$ cat src/rtl/assert_macros.svh
// assertion macros shared by the detector modules
`ifndef ASSERT_MACROS_SVH
`define ASSERT_MACROS_SVH

// same-cycle implication, checked at every rising edge outside reset
`define DED_ASSERT_NOW(label, clk, rst_n, ante, cons, msg) \
	label: assert property (@(posedge clk) disable iff (!rst_n) (ante) |-> (cons)) \
		else $error(msg);

// next-cycle implication, checked at every rising edge outside reset
`define DED_ASSERT_NEXT(label, clk, rst_n, ante, cons, msg) \
	label: assert property (@(posedge clk) disable iff (!rst_n) (ante) |=> (cons)) \
		else $error(msg);

`endif

$ cat src/rtl/ded_pkg.sv
// types and constants of the decimating energy detector
`default_nettype none

package ded_pkg;

	// field and register widths
	localparam int RAW_W      = 18;
	localparam int DEC_W      = 8;
	localparam int CNT_W      = 13;
	localparam int PH_W       = 7;
	localparam int SMP_W      = 16;
	localparam int NRG_W      = 32;
	localparam int CFG_IDX_W  = 2;
	localparam int CFG_DATA_W = 18;

	// register indexes of the configuration port
	localparam logic [CFG_IDX_W-1:0] REG_RAW_LEN = 2'd0;
	localparam logic [CFG_IDX_W-1:0] REG_DEC     = 2'd1;
	localparam logic [CFG_IDX_W-1:0] REG_CNT     = 2'd2;

	// register reset values
	localparam logic [RAW_W-1:0] RAW_LEN_RST = 18'd76800;
	localparam logic [DEC_W-1:0] DEC_RST     = 8'd32;
	localparam logic [CNT_W-1:0] CNT_RST     = 13'd2400;

	// decimation limits
	localparam logic [DEC_W-1:0] DEC_MIN = 8'd1;
	localparam logic [DEC_W-1:0] DEC_MAX = 8'd128;

	// largest number of kept samples per frame
	localparam logic [CNT_W-1:0] MAX_KEPT = 13'd4800;

	// signal window = floor(count * 62670 / 100000); the division is a
	// multiply by ceil(2^46 / 100000) and a shift, exact for products < 2^29
	localparam int PROD_W    = 29;
	localparam int RECIP_W   = 30;
	localparam int SCALE_W   = PROD_W + RECIP_W;
	localparam int SIG_SHIFT = 46;
	localparam logic [15:0]        SIG_NUM   = 16'd62670;
	localparam logic [RECIP_W-1:0] SIG_RECIP = 30'd703687442;

	// noise energy is compared after this right shift
	localparam int NOISE_SHIFT = 6;

	// short queue between front and back
	localparam int QUEUE_DEPTH = 4;

	typedef struct packed {
		logic signed [SMP_W-1:0] sample_re;
		logic signed [SMP_W-1:0] sample_im;
	} sample_t;

	typedef struct packed {
		logic              detected;
		logic [NRG_W-1:0]  signal_energy;
		logic [NRG_W-1:0]  noise_energy;
	} result_t;

	// one classified item handed from front to back
	typedef struct packed {
		logic signed [SMP_W-1:0] sample_re;
		logic signed [SMP_W-1:0] sample_im;
		logic [CNT_W-1:0]        divisor;
		logic                    to_noise;
		logic                    accumulate;
		logic                    frame_end;
	} queue_entry_t;

	typedef struct packed {
		logic full;
		logic empty;
	} queue_status_t;

endpackage

`default_nettype wire

$ cat src/rtl/ded_stream_if.sv
// valid/ready stream channel carrying one item per handshake
`default_nettype none

interface ded_stream_if #(
	parameter type payload_t = logic
);
	logic     valid;
	logic     ready;
	payload_t data;

	modport source (output valid, output data, input ready);
	modport sink   (input valid, input data, output ready);
endinterface

`default_nettype wire

$ cat src/rtl/ded_front.sv
// front: configuration, frame and decimation counters, window classification
`default_nettype none

`include "assert_macros.svh"

module ded_front (
	input  wire logic                          clk,
	input  wire logic                          arst_n,
	input  wire logic                          cfg_we,
	input  wire logic [ded_pkg::CFG_IDX_W-1:0] cfg_idx,
	input  wire logic [ded_pkg::CFG_DATA_W-1:0] cfg_data,
	ded_stream_if.sink                         smp,
	output logic                               push,
	output ded_pkg::queue_entry_t              push_entry,
	input  wire ded_pkg::queue_status_t        q_status
);

	logic [ded_pkg::RAW_W-1:0]   raw_len_q;
	logic [ded_pkg::DEC_W-1:0]   dec_q;
	logic [ded_pkg::CNT_W-1:0]   cnt_q;
	logic [1:0]                  settle_q;
	logic [ded_pkg::RAW_W-1:0]   raw_idx_q;
	logic [ded_pkg::PH_W-1:0]    phase_q;
	logic [ded_pkg::CNT_W-1:0]   kept_q;
	logic [ded_pkg::CNT_W-1:0]   sws_q;
	logic [ded_pkg::PROD_W-1:0]  prod_s1;
	logic [ded_pkg::CNT_W-1:0]   sws_s2;

	logic [ded_pkg::CNT_W-1:0]   eff_cnt;
	logic [ded_pkg::SCALE_W-1:0] scaled;
	logic [ded_pkg::DEC_W-1:0]   dec_eff;
	logic [ded_pkg::DEC_W-1:0]   phase_inc;
	logic [ded_pkg::PH_W-1:0]    phase_nxt;
	logic [ded_pkg::CNT_W-1:0]   sws_cur;
	logic [ded_pkg::CNT_W-1:0]   noise_div;
	logic [ded_pkg::CNT_W-1:0]   div;
	logic [ded_pkg::RAW_W:0]     raw_inc;
	logic                        keep;
	logic                        in_sig;
	logic                        add;
	logic                        last;
	logic                        accept;

	// configuration registers
	always_ff @(posedge clk or negedge arst_n) begin
		if (!arst_n) begin
			raw_len_q <= ded_pkg::RAW_LEN_RST;
			dec_q     <= ded_pkg::DEC_RST;
			cnt_q     <= ded_pkg::CNT_RST;
		end else if (cfg_we) begin
			unique case (cfg_idx)
				ded_pkg::REG_RAW_LEN: raw_len_q <= cfg_data[ded_pkg::RAW_W-1:0];
				ded_pkg::REG_DEC:     dec_q     <= cfg_data[ded_pkg::DEC_W-1:0];
				ded_pkg::REG_CNT:     cnt_q     <= cfg_data[ded_pkg::CNT_W-1:0];
				default: begin
				end
			endcase
		end
	end

	assign eff_cnt = (cnt_q > ded_pkg::MAX_KEPT) ? ded_pkg::MAX_KEPT : cnt_q;

	// signal window size, recomputed from the count over two stages
	assign scaled = ded_pkg::SCALE_W'(prod_s1) * ded_pkg::SCALE_W'(ded_pkg::SIG_RECIP);

	always_ff @(posedge clk) begin
		prod_s1 <= ded_pkg::PROD_W'(eff_cnt) * ded_pkg::PROD_W'(ded_pkg::SIG_NUM);
		sws_s2  <= scaled[ded_pkg::SIG_SHIFT +: ded_pkg::CNT_W];
	end

	// input held off until the window size has caught up with a write
	always_ff @(posedge clk or negedge arst_n) begin
		if (!arst_n) begin
			settle_q <= 2'd2;
		end else if (cfg_we) begin
			settle_q <= 2'd2;
		end else if (settle_q != 2'd0) begin
			settle_q <= settle_q - 2'd1;
		end
	end

	// classification of the item on the input
	always_comb begin
		if (dec_q == '0) begin
			dec_eff = ded_pkg::DEC_MIN;
		end else if (dec_q > ded_pkg::DEC_MAX) begin
			dec_eff = ded_pkg::DEC_MAX;
		end else begin
			dec_eff = dec_q;
		end
		phase_inc = {1'b0, phase_q} + ded_pkg::DEC_W'(1);
		phase_nxt = (phase_inc >= dec_eff) ? '0 : phase_inc[ded_pkg::PH_W-1:0];
		sws_cur   = (raw_idx_q == '0) ? sws_s2 : sws_q;
		keep      = (phase_q == '0) && (kept_q < eff_cnt);
		in_sig    = kept_q < sws_cur;
		noise_div = (eff_cnt > sws_cur) ? eff_cnt - sws_cur : '0;
		div       = in_sig ? sws_cur : noise_div;
		add       = keep && (div != '0);
		raw_inc   = {1'b0, raw_idx_q} + (ded_pkg::RAW_W+1)'(1);
		last      = raw_inc >= {1'b0, raw_len_q};
	end

	assign smp.ready = (settle_q == 2'd0) && !q_status.full;
	assign accept    = smp.valid && smp.ready;
	assign push      = accept && (add || last);

	always_comb begin
		push_entry.sample_re  = smp.data.sample_re;
		push_entry.sample_im  = smp.data.sample_im;
		push_entry.divisor    = div;
		push_entry.to_noise   = !in_sig;
		push_entry.accumulate = add;
		push_entry.frame_end  = last;
	end

	// frame counters
	always_ff @(posedge clk or negedge arst_n) begin
		if (!arst_n) begin
			raw_idx_q <= '0;
			phase_q   <= '0;
			kept_q    <= '0;
			sws_q     <= '0;
		end else if (accept) begin
			if (last) begin
				raw_idx_q <= '0;
				phase_q   <= '0;
				kept_q    <= '0;
				sws_q     <= '0;
			end else begin
				raw_idx_q <= raw_inc[ded_pkg::RAW_W-1:0];
				phase_q   <= phase_nxt;
				sws_q     <= sws_cur;
				if (keep) begin
					kept_q <= kept_q + ded_pkg::CNT_W'(1);
				end
			end
		end
	end

	`DED_ASSERT_NEXT(a_cfg_holds_input, clk, arst_n, cfg_we, !smp.ready,
		"input taken while window size settles")
	`DED_ASSERT_NOW(a_push_has_work, clk, arst_n, push,
		push_entry.accumulate || push_entry.frame_end, "queued item carries no work")

endmodule

`default_nettype wire

$ cat src/rtl/ded_queue.sv
// short queue of classified items between front and back
`default_nettype none

`include "assert_macros.svh"

module ded_queue (
	input  wire logic                  clk,
	input  wire logic                  arst_n,
	input  wire logic                  push,
	input  wire ded_pkg::queue_entry_t push_entry,
	input  wire logic                  pop,
	output ded_pkg::queue_entry_t      head,
	output ded_pkg::queue_status_t     status
);

	localparam int PTR_W = $clog2(ded_pkg::QUEUE_DEPTH);
	localparam int LVL_W = $clog2(ded_pkg::QUEUE_DEPTH + 1);

	ded_pkg::queue_entry_t entries_q [ded_pkg::QUEUE_DEPTH];
	logic [PTR_W-1:0]      wr_ptr_q;
	logic [PTR_W-1:0]      rd_ptr_q;
	logic [LVL_W-1:0]      level_q;

	assign status.full  = level_q == LVL_W'(ded_pkg::QUEUE_DEPTH);
	assign status.empty = level_q == '0;
	assign head         = entries_q[rd_ptr_q];

	always_ff @(posedge clk) begin
		if (push) begin
			entries_q[wr_ptr_q] <= push_entry;
		end
	end

	always_ff @(posedge clk or negedge arst_n) begin
		if (!arst_n) begin
			wr_ptr_q <= '0;
			rd_ptr_q <= '0;
			level_q  <= '0;
		end else begin
			if (push) begin
				wr_ptr_q <= wr_ptr_q + PTR_W'(1);
			end
			if (pop) begin
				rd_ptr_q <= rd_ptr_q + PTR_W'(1);
			end
			if (push && !pop) begin
				level_q <= level_q + LVL_W'(1);
			end else if (pop && !push) begin
				level_q <= level_q - LVL_W'(1);
			end
		end
	end

	`DED_ASSERT_NOW(a_no_overflow, clk, arst_n, push, !status.full, "push into full queue")
	`DED_ASSERT_NOW(a_no_underflow, clk, arst_n, pop, !status.empty, "pop from empty queue")

endmodule

`default_nettype wire

$ cat src/rtl/ded_back.sv
// back: energy, bit-serial division, saturating accumulation, result register
`default_nettype none

`include "assert_macros.svh"

module ded_back (
	input  wire logic                   clk,
	input  wire logic                   arst_n,
	input  wire ded_pkg::queue_entry_t  head,
	input  wire ded_pkg::queue_status_t q_status,
	output logic                        pop,
	ded_stream_if.source                res
);

	localparam logic [2:0] ST_IDLE = 3'd0;
	localparam logic [2:0] ST_SUM  = 3'd1;
	localparam logic [2:0] ST_DIV  = 3'd2;
	localparam logic [2:0] ST_ACC  = 3'd3;
	localparam logic [2:0] ST_EMIT = 3'd4;

	localparam int STEP_W = $clog2(ded_pkg::NRG_W);

	logic [2:0]                 state_q;
	logic [ded_pkg::NRG_W-1:0]  sq_re_q;
	logic [ded_pkg::NRG_W-1:0]  sq_im_q;
	logic [ded_pkg::NRG_W-1:0]  dvd_q;
	logic [ded_pkg::CNT_W-1:0]  rem_q;
	logic [ded_pkg::CNT_W-1:0]  divisor_q;
	logic                       to_noise_q;
	logic                       frame_end_q;
	logic [STEP_W-1:0]          step_q;
	logic [ded_pkg::NRG_W-1:0]  sig_acc_q;
	logic [ded_pkg::NRG_W-1:0]  noise_acc_q;
	logic                       res_valid_q;
	ded_pkg::result_t           res_data_q;

	logic signed [ded_pkg::NRG_W-1:0] sq_re;
	logic signed [ded_pkg::NRG_W-1:0] sq_im;
	logic [ded_pkg::CNT_W:0]          trial;
	logic                             ge;
	logic [ded_pkg::NRG_W-1:0]        acc_sel;
	logic [ded_pkg::NRG_W:0]          acc_sum;
	logic [ded_pkg::NRG_W-1:0]        acc_sat;
	logic                             out_free;
	logic                             load;

	assign sq_re = head.sample_re * head.sample_re;
	assign sq_im = head.sample_im * head.sample_im;

	// one quotient bit per cycle
	assign trial = {rem_q, dvd_q[ded_pkg::NRG_W-1]};
	assign ge    = trial >= {1'b0, divisor_q};

	assign acc_sel = to_noise_q ? noise_acc_q : sig_acc_q;
	assign acc_sum = {1'b0, acc_sel} + {1'b0, dvd_q};
	assign acc_sat = acc_sum[ded_pkg::NRG_W] ? '1 : acc_sum[ded_pkg::NRG_W-1:0];

	assign out_free = !res_valid_q || res.ready;
	assign pop      = (state_q == ST_IDLE) && !q_status.empty;
	assign load     = (state_q == ST_EMIT) && out_free;

	always_ff @(posedge clk) begin
		if (pop) begin
			sq_re_q     <= sq_re;
			sq_im_q     <= sq_im;
			divisor_q   <= head.divisor;
			to_noise_q  <= head.to_noise;
			frame_end_q <= head.frame_end;
		end
		if (state_q == ST_SUM) begin
			dvd_q  <= sq_re_q + sq_im_q;
			rem_q  <= '0;
		end else if (state_q == ST_DIV) begin
			dvd_q  <= {dvd_q[ded_pkg::NRG_W-2:0], ge};
			rem_q  <= ge ? ded_pkg::CNT_W'(trial - {1'b0, divisor_q})
				: trial[ded_pkg::CNT_W-1:0];
		end
	end

	always_ff @(posedge clk or negedge arst_n) begin
		if (!arst_n) begin
			state_q     <= ST_IDLE;
			step_q      <= '0;
			sig_acc_q   <= '0;
			noise_acc_q <= '0;
		end else begin
			unique case (state_q)
				ST_IDLE: begin
					if (pop) begin
						state_q <= head.accumulate ? ST_SUM : ST_EMIT;
					end
				end
				ST_SUM: begin
					step_q  <= '0;
					state_q <= ST_DIV;
				end
				ST_DIV: begin
					step_q <= step_q + STEP_W'(1);
					if (step_q == '1) begin
						state_q <= ST_ACC;
					end
				end
				ST_ACC: begin
					if (to_noise_q) begin
						noise_acc_q <= acc_sat;
					end else begin
						sig_acc_q <= acc_sat;
					end
					state_q <= frame_end_q ? ST_EMIT : ST_IDLE;
				end
				ST_EMIT: begin
					if (out_free) begin
						sig_acc_q   <= '0;
						noise_acc_q <= '0;
						state_q     <= ST_IDLE;
					end
				end
				default: begin
					state_q <= ST_IDLE;
				end
			endcase
		end
	end

	// result register parts the back from the consumer
	always_ff @(posedge clk or negedge arst_n) begin
		if (!arst_n) begin
			res_valid_q <= 1'b0;
		end else if (load) begin
			res_valid_q <= 1'b1;
		end else if (res.ready) begin
			res_valid_q <= 1'b0;
		end
	end

	always_ff @(posedge clk) begin
		if (load) begin
			res_data_q.detected      <= sig_acc_q < (noise_acc_q >> ded_pkg::NOISE_SHIFT);
			res_data_q.signal_energy <= sig_acc_q;
			res_data_q.noise_energy  <= noise_acc_q;
		end
	end

	assign res.valid = res_valid_q;
	assign res.data  = res_data_q;

	`DED_ASSERT_NOW(a_div_nonzero, clk, arst_n, state_q == ST_DIV, divisor_q != '0,
		"division by zero window size")
	`DED_ASSERT_NEXT(a_acc_cleared, clk, arst_n, load,
		(sig_acc_q == '0) && (noise_acc_q == '0), "accumulators not cleared after result")

endmodule

`default_nettype wire

$ cat src/rtl/decimating_energy_detector.sv
// top level of the decimating energy detector
`default_nettype none

// Decimating energy detector. Raw complex samples of a frame enter on smp, one
// item per handshake; the front keeps one raw sample in every decimation_factor
// (first one kept) until decimated_count samples are kept, assigns each kept
// sample to the signal window (the first floor(0.6267 * count)) or the noise
// window, and queues it with its window size as divisor. The back squares and
// sums the two parts, divides by the window size one quotient bit per cycle and
// adds the quotient to a saturating 32-bit accumulator. After the last raw
// sample of the frame one item leaves on res: both energies and detected, set
// when signal energy is below noise energy shifted right by 6; the
// accumulators then restart from zero. Samples that are not kept are taken one
// per cycle while the queue is not full. A kept sample passes through the back
// in steps (square, sum, 32 division steps, accumulate); the four-entry queue
// lets the front run on meanwhile. At the end of a frame the result moves into
// the output register, which holds it while the next frame streams in. After
// reset and after every configuration write the input is held off while the
// window size is recomputed. Registers are written through cfg_we, cfg_idx
// and cfg_data: index 0 raw frame length, 1 decimation factor, 2 kept-sample
// count.
module decimating_energy_detector (
	input  wire logic                           clk,
	input  wire logic                           arst_n,
	input  wire logic                           cfg_we,
	input  wire logic [ded_pkg::CFG_IDX_W-1:0]  cfg_idx,
	input  wire logic [ded_pkg::CFG_DATA_W-1:0] cfg_data,
	ded_stream_if.sink                          smp,
	ded_stream_if.source                        res
);

	// front to queue
	logic                   push;
	ded_pkg::queue_entry_t  push_entry;

	// queue to back
	logic                   pop;
	ded_pkg::queue_entry_t  head;
	ded_pkg::queue_status_t q_status;

	// counters, configuration and window classification
	ded_front u_front (
		.clk        (clk),
		.arst_n     (arst_n),
		.cfg_we     (cfg_we),
		.cfg_idx    (cfg_idx),
		.cfg_data   (cfg_data),
		.smp        (smp),
		.push       (push),
		.push_entry (push_entry),
		.q_status   (q_status)
	);

	// only kept samples with a nonzero divisor and frame ends are queued
	ded_queue u_queue (
		.clk        (clk),
		.arst_n     (arst_n),
		.push       (push),
		.push_entry (push_entry),
		.pop        (pop),
		.head       (head),
		.status     (q_status)
	);

	// divider, accumulators and result register
	ded_back u_back (
		.clk      (clk),
		.arst_n   (arst_n),
		.head     (head),
		.q_status (q_status),
		.pop      (pop),
		.res      (res)
	);

endmodule

`default_nettype wire

$ cat src/flat_wrapper.sv
// flat-port wrapper written by rule: the top's interface ports become plain ports
module decimating_energy_detector_flat 
  (clk, arst_n, cfg_we, cfg_idx, cfg_data, smp_valid, smp_data, smp_ready, res_valid, res_data, res_ready);
  ded_stream_if #(.payload_t(ded_pkg::sample_t)) smp_i ();
  ded_stream_if #(.payload_t(ded_pkg::result_t)) res_i ();
  input  wire logic clk;
  input  wire logic arst_n;
  input  wire logic cfg_we;
  input  wire logic [ded_pkg::CFG_IDX_W-1:0] cfg_idx;
  input  wire logic [ded_pkg::CFG_DATA_W-1:0] cfg_data;
  input wire logic [$bits(smp_i.valid)-1:0] smp_valid;
  input wire logic [$bits(smp_i.data)-1:0] smp_data;
  output wire logic [$bits(smp_i.ready)-1:0] smp_ready;
  output wire logic [$bits(res_i.valid)-1:0] res_valid;
  output wire logic [$bits(res_i.data)-1:0] res_data;
  input wire logic [$bits(res_i.ready)-1:0] res_ready;
  assign smp_i.valid = smp_valid;
  assign smp_i.data = smp_data;
  assign smp_ready = smp_i.ready;
  assign res_valid = res_i.valid;
  assign res_data = res_i.data;
  assign res_i.ready = res_ready;
  decimating_energy_detector u_core (.clk(clk), .arst_n(arst_n), .cfg_we(cfg_we), .cfg_idx(cfg_idx), .cfg_data(cfg_data), .smp(smp_i), .res(res_i));
endmodule
$ cat config.mk
export PLATFORM = sky130hd
export DESIGN_NAME = decimating_energy_detector_flat
export DESIGN_NICKNAME = d
export VERILOG_FILES = /design/src/rtl/ded_pkg.sv /design/src/rtl/ded_stream_if.sv /design/src/rtl/ded_front.sv /design/src/rtl/ded_queue.sv /design/src/rtl/ded_back.sv /design/src/rtl/decimating_energy_detector.sv /design/src/flat_wrapper.sv
export VERILOG_INCLUDE_DIRS = /design/src /design/src/rtl
export SDC_FILE = /design/constraint.sdc
export NUM_CORES = 2
export LEC_CHECK = 0
export ABC_CLOCK_PERIOD_IN_PS = 9650
export BUFFER_PORTS_ARGS = -buffer_cell sky130_fd_sc_hd__buf_4
export CORE_ASPECT_RATIO = 1.1
export CORE_MARGIN = 2
export CORE_UTILIZATION = 50
export CTS_BUF_LIST = sky130_fd_sc_hd__clkbuf_16
export DETAILED_ROUTE_END_ITERATION = 16
export PLACE_DENSITY = 0.71
export SETUP_SLACK_MARGIN = 0.02
export SLEW_MARGIN = 20
export SYNTH_ARGS = -nofsm -noshare
export SYNTH_HDL_FRONTEND = slang
export SYNTH_SLANG_ARGS = --single-unit
$ cat constraint.sdc
create_clock -name clk -period 9.65 [get_ports clk]
set_input_delay 1.4475 -clock clk [delete_from_list [all_inputs] [get_ports clk]]
set_output_delay 1.4475 -clock clk [all_outputs]
set_load 0.01 [all_outputs]
==> impl_metrics.json <==
{
  "grt_pass1_wl_mm": 232.9,
  "period_needed_ns": 8.768,
  "drc_errors": 0,
  "reg2reg_depth": 27,
  "drt-total-wl_mm": 141.8,
  "cts_resized": 0,
  "timing.fmax_mhz": 114.1,
  "path_delay_family": "adder cells",
  "die_area_um2": 126600,
  "synth_edf_count": 366,
  "cp.arrival_ns": 9.18,
  "vias": 41380,
  "grt-ovfl-total": 0,
  "gp_congestion": 0.9355,
  "slew_viol_final": 0,
  "grt_usage_pct": 23.20,
  "min_to": "u_core.u_back.rem_q[12]",
  "multi_input_comb_area_um2": 39900,
  "postSynthAreaPerCell_um2": 10.49,
  "io_pins": 124,
  "cts_hold_buf": 0,
  "drtAntennaViolNets": 0,
  "clock-sinks": 592,
  "worstPathMaxFanout": 45,
  "die_h_um": 373.0,
  "dieWidth_um": 339.5,
  "core-area_um2": 123000,
  "endpoint_kind": "flop",
  "cts_setup_buffers": 0,
  "routed_via_density": 5.356,
  "skew_ns": 0.03731,
  "fin_crit_sh_pct": 90.86,
  "n_fill_cell": 10740,
  "r2r_end": "u_core.u_back.sq_im_q[30]",
  "ys_types": 89,
  "ff2ff_setup_slack_ns": 0.88,
  "worstSetupPathType": "flop to flop",
  "tightest_slew_ns": 1.077,
  "r2r-start": "u_core.u_queue.rd_ptr_q[0]",
  "hold_viol_final": 0,
  "worst_path_largest_cell_delay_ns": 0.87,
  "status": "completed",
  "drt_iter0_drc": 2884,
  "path_buf_inv": 7,
  "hp-start": "u_core.u_back.rem_q[12]",
  "drive_gt1_share_pct": 7.284,
  "initial_core_util_pct": 50.33,
  "rsz0062_at_grt": "false",
  "cap_violations": 0,
  "clk_path_buf_depth": 3,
  "insertion_delay_ns": 0.69,
  "syn_to_final_growth_pct": 8.442,
  "slew_headroom_pct": 26.36,
  "cts_tree": "done",
  "ys_seq_area_share_pct": 26.48,
  "final_common_cell": "inv_1",
  "nets": 7674,
  "min_path_type": "flop to flop",
  "grt_max_degree": 68,
  "startpoint_type": "flop",
  "yosys_warnings": 0,
  "ys_seq_elements": 592,
  "setup_violations": 0,
  "cts_buffers": 67,
  "synth_nets": 7546,
  "hpwl_mm": 115.5,
  "firstDrtPassIters": 6,
  "fin_tns_setup_ns": 0,
  "synth_cells": 5903,
  "synthArstFlopShare_pct": 29.05,
  "clk_pin_slew_ns": 0.06,
  "rows": 135,
  "antenna_found_initial": 4,
  "seq_area_um2": 16390,
  "avgRoutedWirePerCell_um": 18.35,
  "synth-main-ff-cell": "edfxtp_1",
  "htreeDepth": 3,
  "port-buffer-count": 123,
  "root_buffer": "clkbuf_16",
  "final_cell_mix": "inv_1 (1386), fa_1 (837), ha_1 (749)",
  "first_global_vias": 44070,
  "cpMaxStageDelayCell": "dfrtp_4",
  "worstPathRequired_ns": 10.07,
  "syn_area_um2": 61900,
  "whs_path_depth": 2
}
## cell families after synthesis
group,synth area share (%)
adder cells (fa/ha/maj),42.21
buffers and inverters,9.127
AND/OR/NAND/NOR,7.843
AO/OA/AOI/OAI,8.159
flip-flops,26.48
XOR/XNOR,2.929
multiplexers,3.253
## worst max-delay path by stage
stage,start,end,slack (ns),cells after the start
global route,u_core.u_queue.rd_ptr_q[0],u_core.u_back.sq_im_q[30],0.35,27
finish,u_core.u_queue.rd_ptr_q[0],u_core.u_back.sq_im_q[30],0.88,27
floorplan,u_core.u_queue.rd_ptr_q[0],u_core.u_back.sq_re_q[30],1.43,28
detailed placement,u_core.u_queue.rd_ptr_q[0],u_core.u_back.sq_im_q[30],0.93,27
CTS,u_core.u_queue.rd_ptr_q[0],u_core.u_back.sq_im_q[30],0.91,27
global placement,u_core.u_queue.rd_ptr_q[0],u_core.u_back.sq_re_q[30],1.14,22
## worst reg2reg max path: stages, from the launching register on
cell and delay [ns]:
dfrtp_4 0.87, buf_4 0.46, mux2_2 0.37, o21ai_0 0.51, inv_1 0.43, nand2_1 0.22, inv_1 0.08, fa_1 0.51
inv_1 0.05, fa_1 0.47, inv_1 0.05, fa_1 0.49, inv_1 0.05, fa_1 0.53, inv_1 0.05, fa_1 0.49
fa_1 0.41, ha_1 0.35, a21o_1 0.19, o2bb2ai_1 0.13, nor2_1 0.12, o31ai_1 0.14, a211oi_1 0.43, o21ai_0 0.29
a41o_1 0.32, a31o_2 0.23, a21oi_1 0.17, xnor2_1 0.08
## flip-flops by register name, summed over array words and instances (netlist names), 18 cells and up
name	flops
u_core.u_front.raw_idx_q	18
u_core.u_back.noise_acc_q	32
u_core.u_back.sig_acc_q	32
u_core.u_back.dvd_q	32
u_core.u_back.sq_re_q	31
u_core.u_queue.entries_q	192
u_core.u_back.sq_im_q	31
u_core.u_front.raw_len_q	18
u_core.u_front.prod_s1	28
u_core.u_back.res.data	65
## metrics by stage
stage | hold WS [ns] | instances | setup WS (ns) | instance area (um2) | utilization, %
CTS | 0.4659 | 7726 | 0.9117 | 67120 | 54.58
global placement | 0.4393 | 7606 | 1.142 | 64850 | 52.74
floorplan | 0.4257 | 5903 | 1.431 | 61900 | -
finish | 0.4666 | 7727 | 0.8821 | 67120 | 54.58
detailed placement | 0.4528 | 7606 | 0.9279 | 64850 | 52.74
global route | 0.4804 | 7727 | 0.3503 | 67120 | 54.58
## routing by layer
| layer | GRT usage, % | vias to the layer above | part of all wire (%) |
|---|---|---|---|
| li1 | - | 19340 | - |
| met1 | 31.62 | 20650 | 44 |
| met2 | 38.47 | 1148 | 48 |
| met3 | 3.545 | 245 | 5.9 |
| met4 | 6.587 | 0 | 2.8 |
| met5 | 0 | - | 0 |
## final cells by class
class / instances / share of cell area, %
flip-flops and latches: 592 / 24.42
multi-input cells: 3810 / 59.44
clock buffers: 69 / 2.572
diodes: 1 / 0.003728
repair buffers: 171 / 1.922
well taps: 1644 / 3.065
inverters: 1389 / 7.768
clock inverters: 51 / 0.8053
## Yosys cell counts, types with 54 or more instances
master    count  share of area, %
inv_1      1377               8.4
fa_1        837                27
ha_1        749                15
nand2_1     429               2.6
edfxtp_1    366                18
nor2_1      263               1.6
o21ai_0     231               1.9
a21oi_1     175               1.4
dfrtp_1     162               6.5
xnor2_1     137               1.9
a21o_1      114               1.4
mux2_2       87               1.6
clkbuf_1     86              0.52
nand3_1      74              0.60
xor2_1       70              0.99
mux2i_1      56              0.91
dfxtp_1      54               1.7
Power is left out: the tool's default activity adds up to more than one toggle a clock period on the data nets, which glitch-free logic cannot reach.
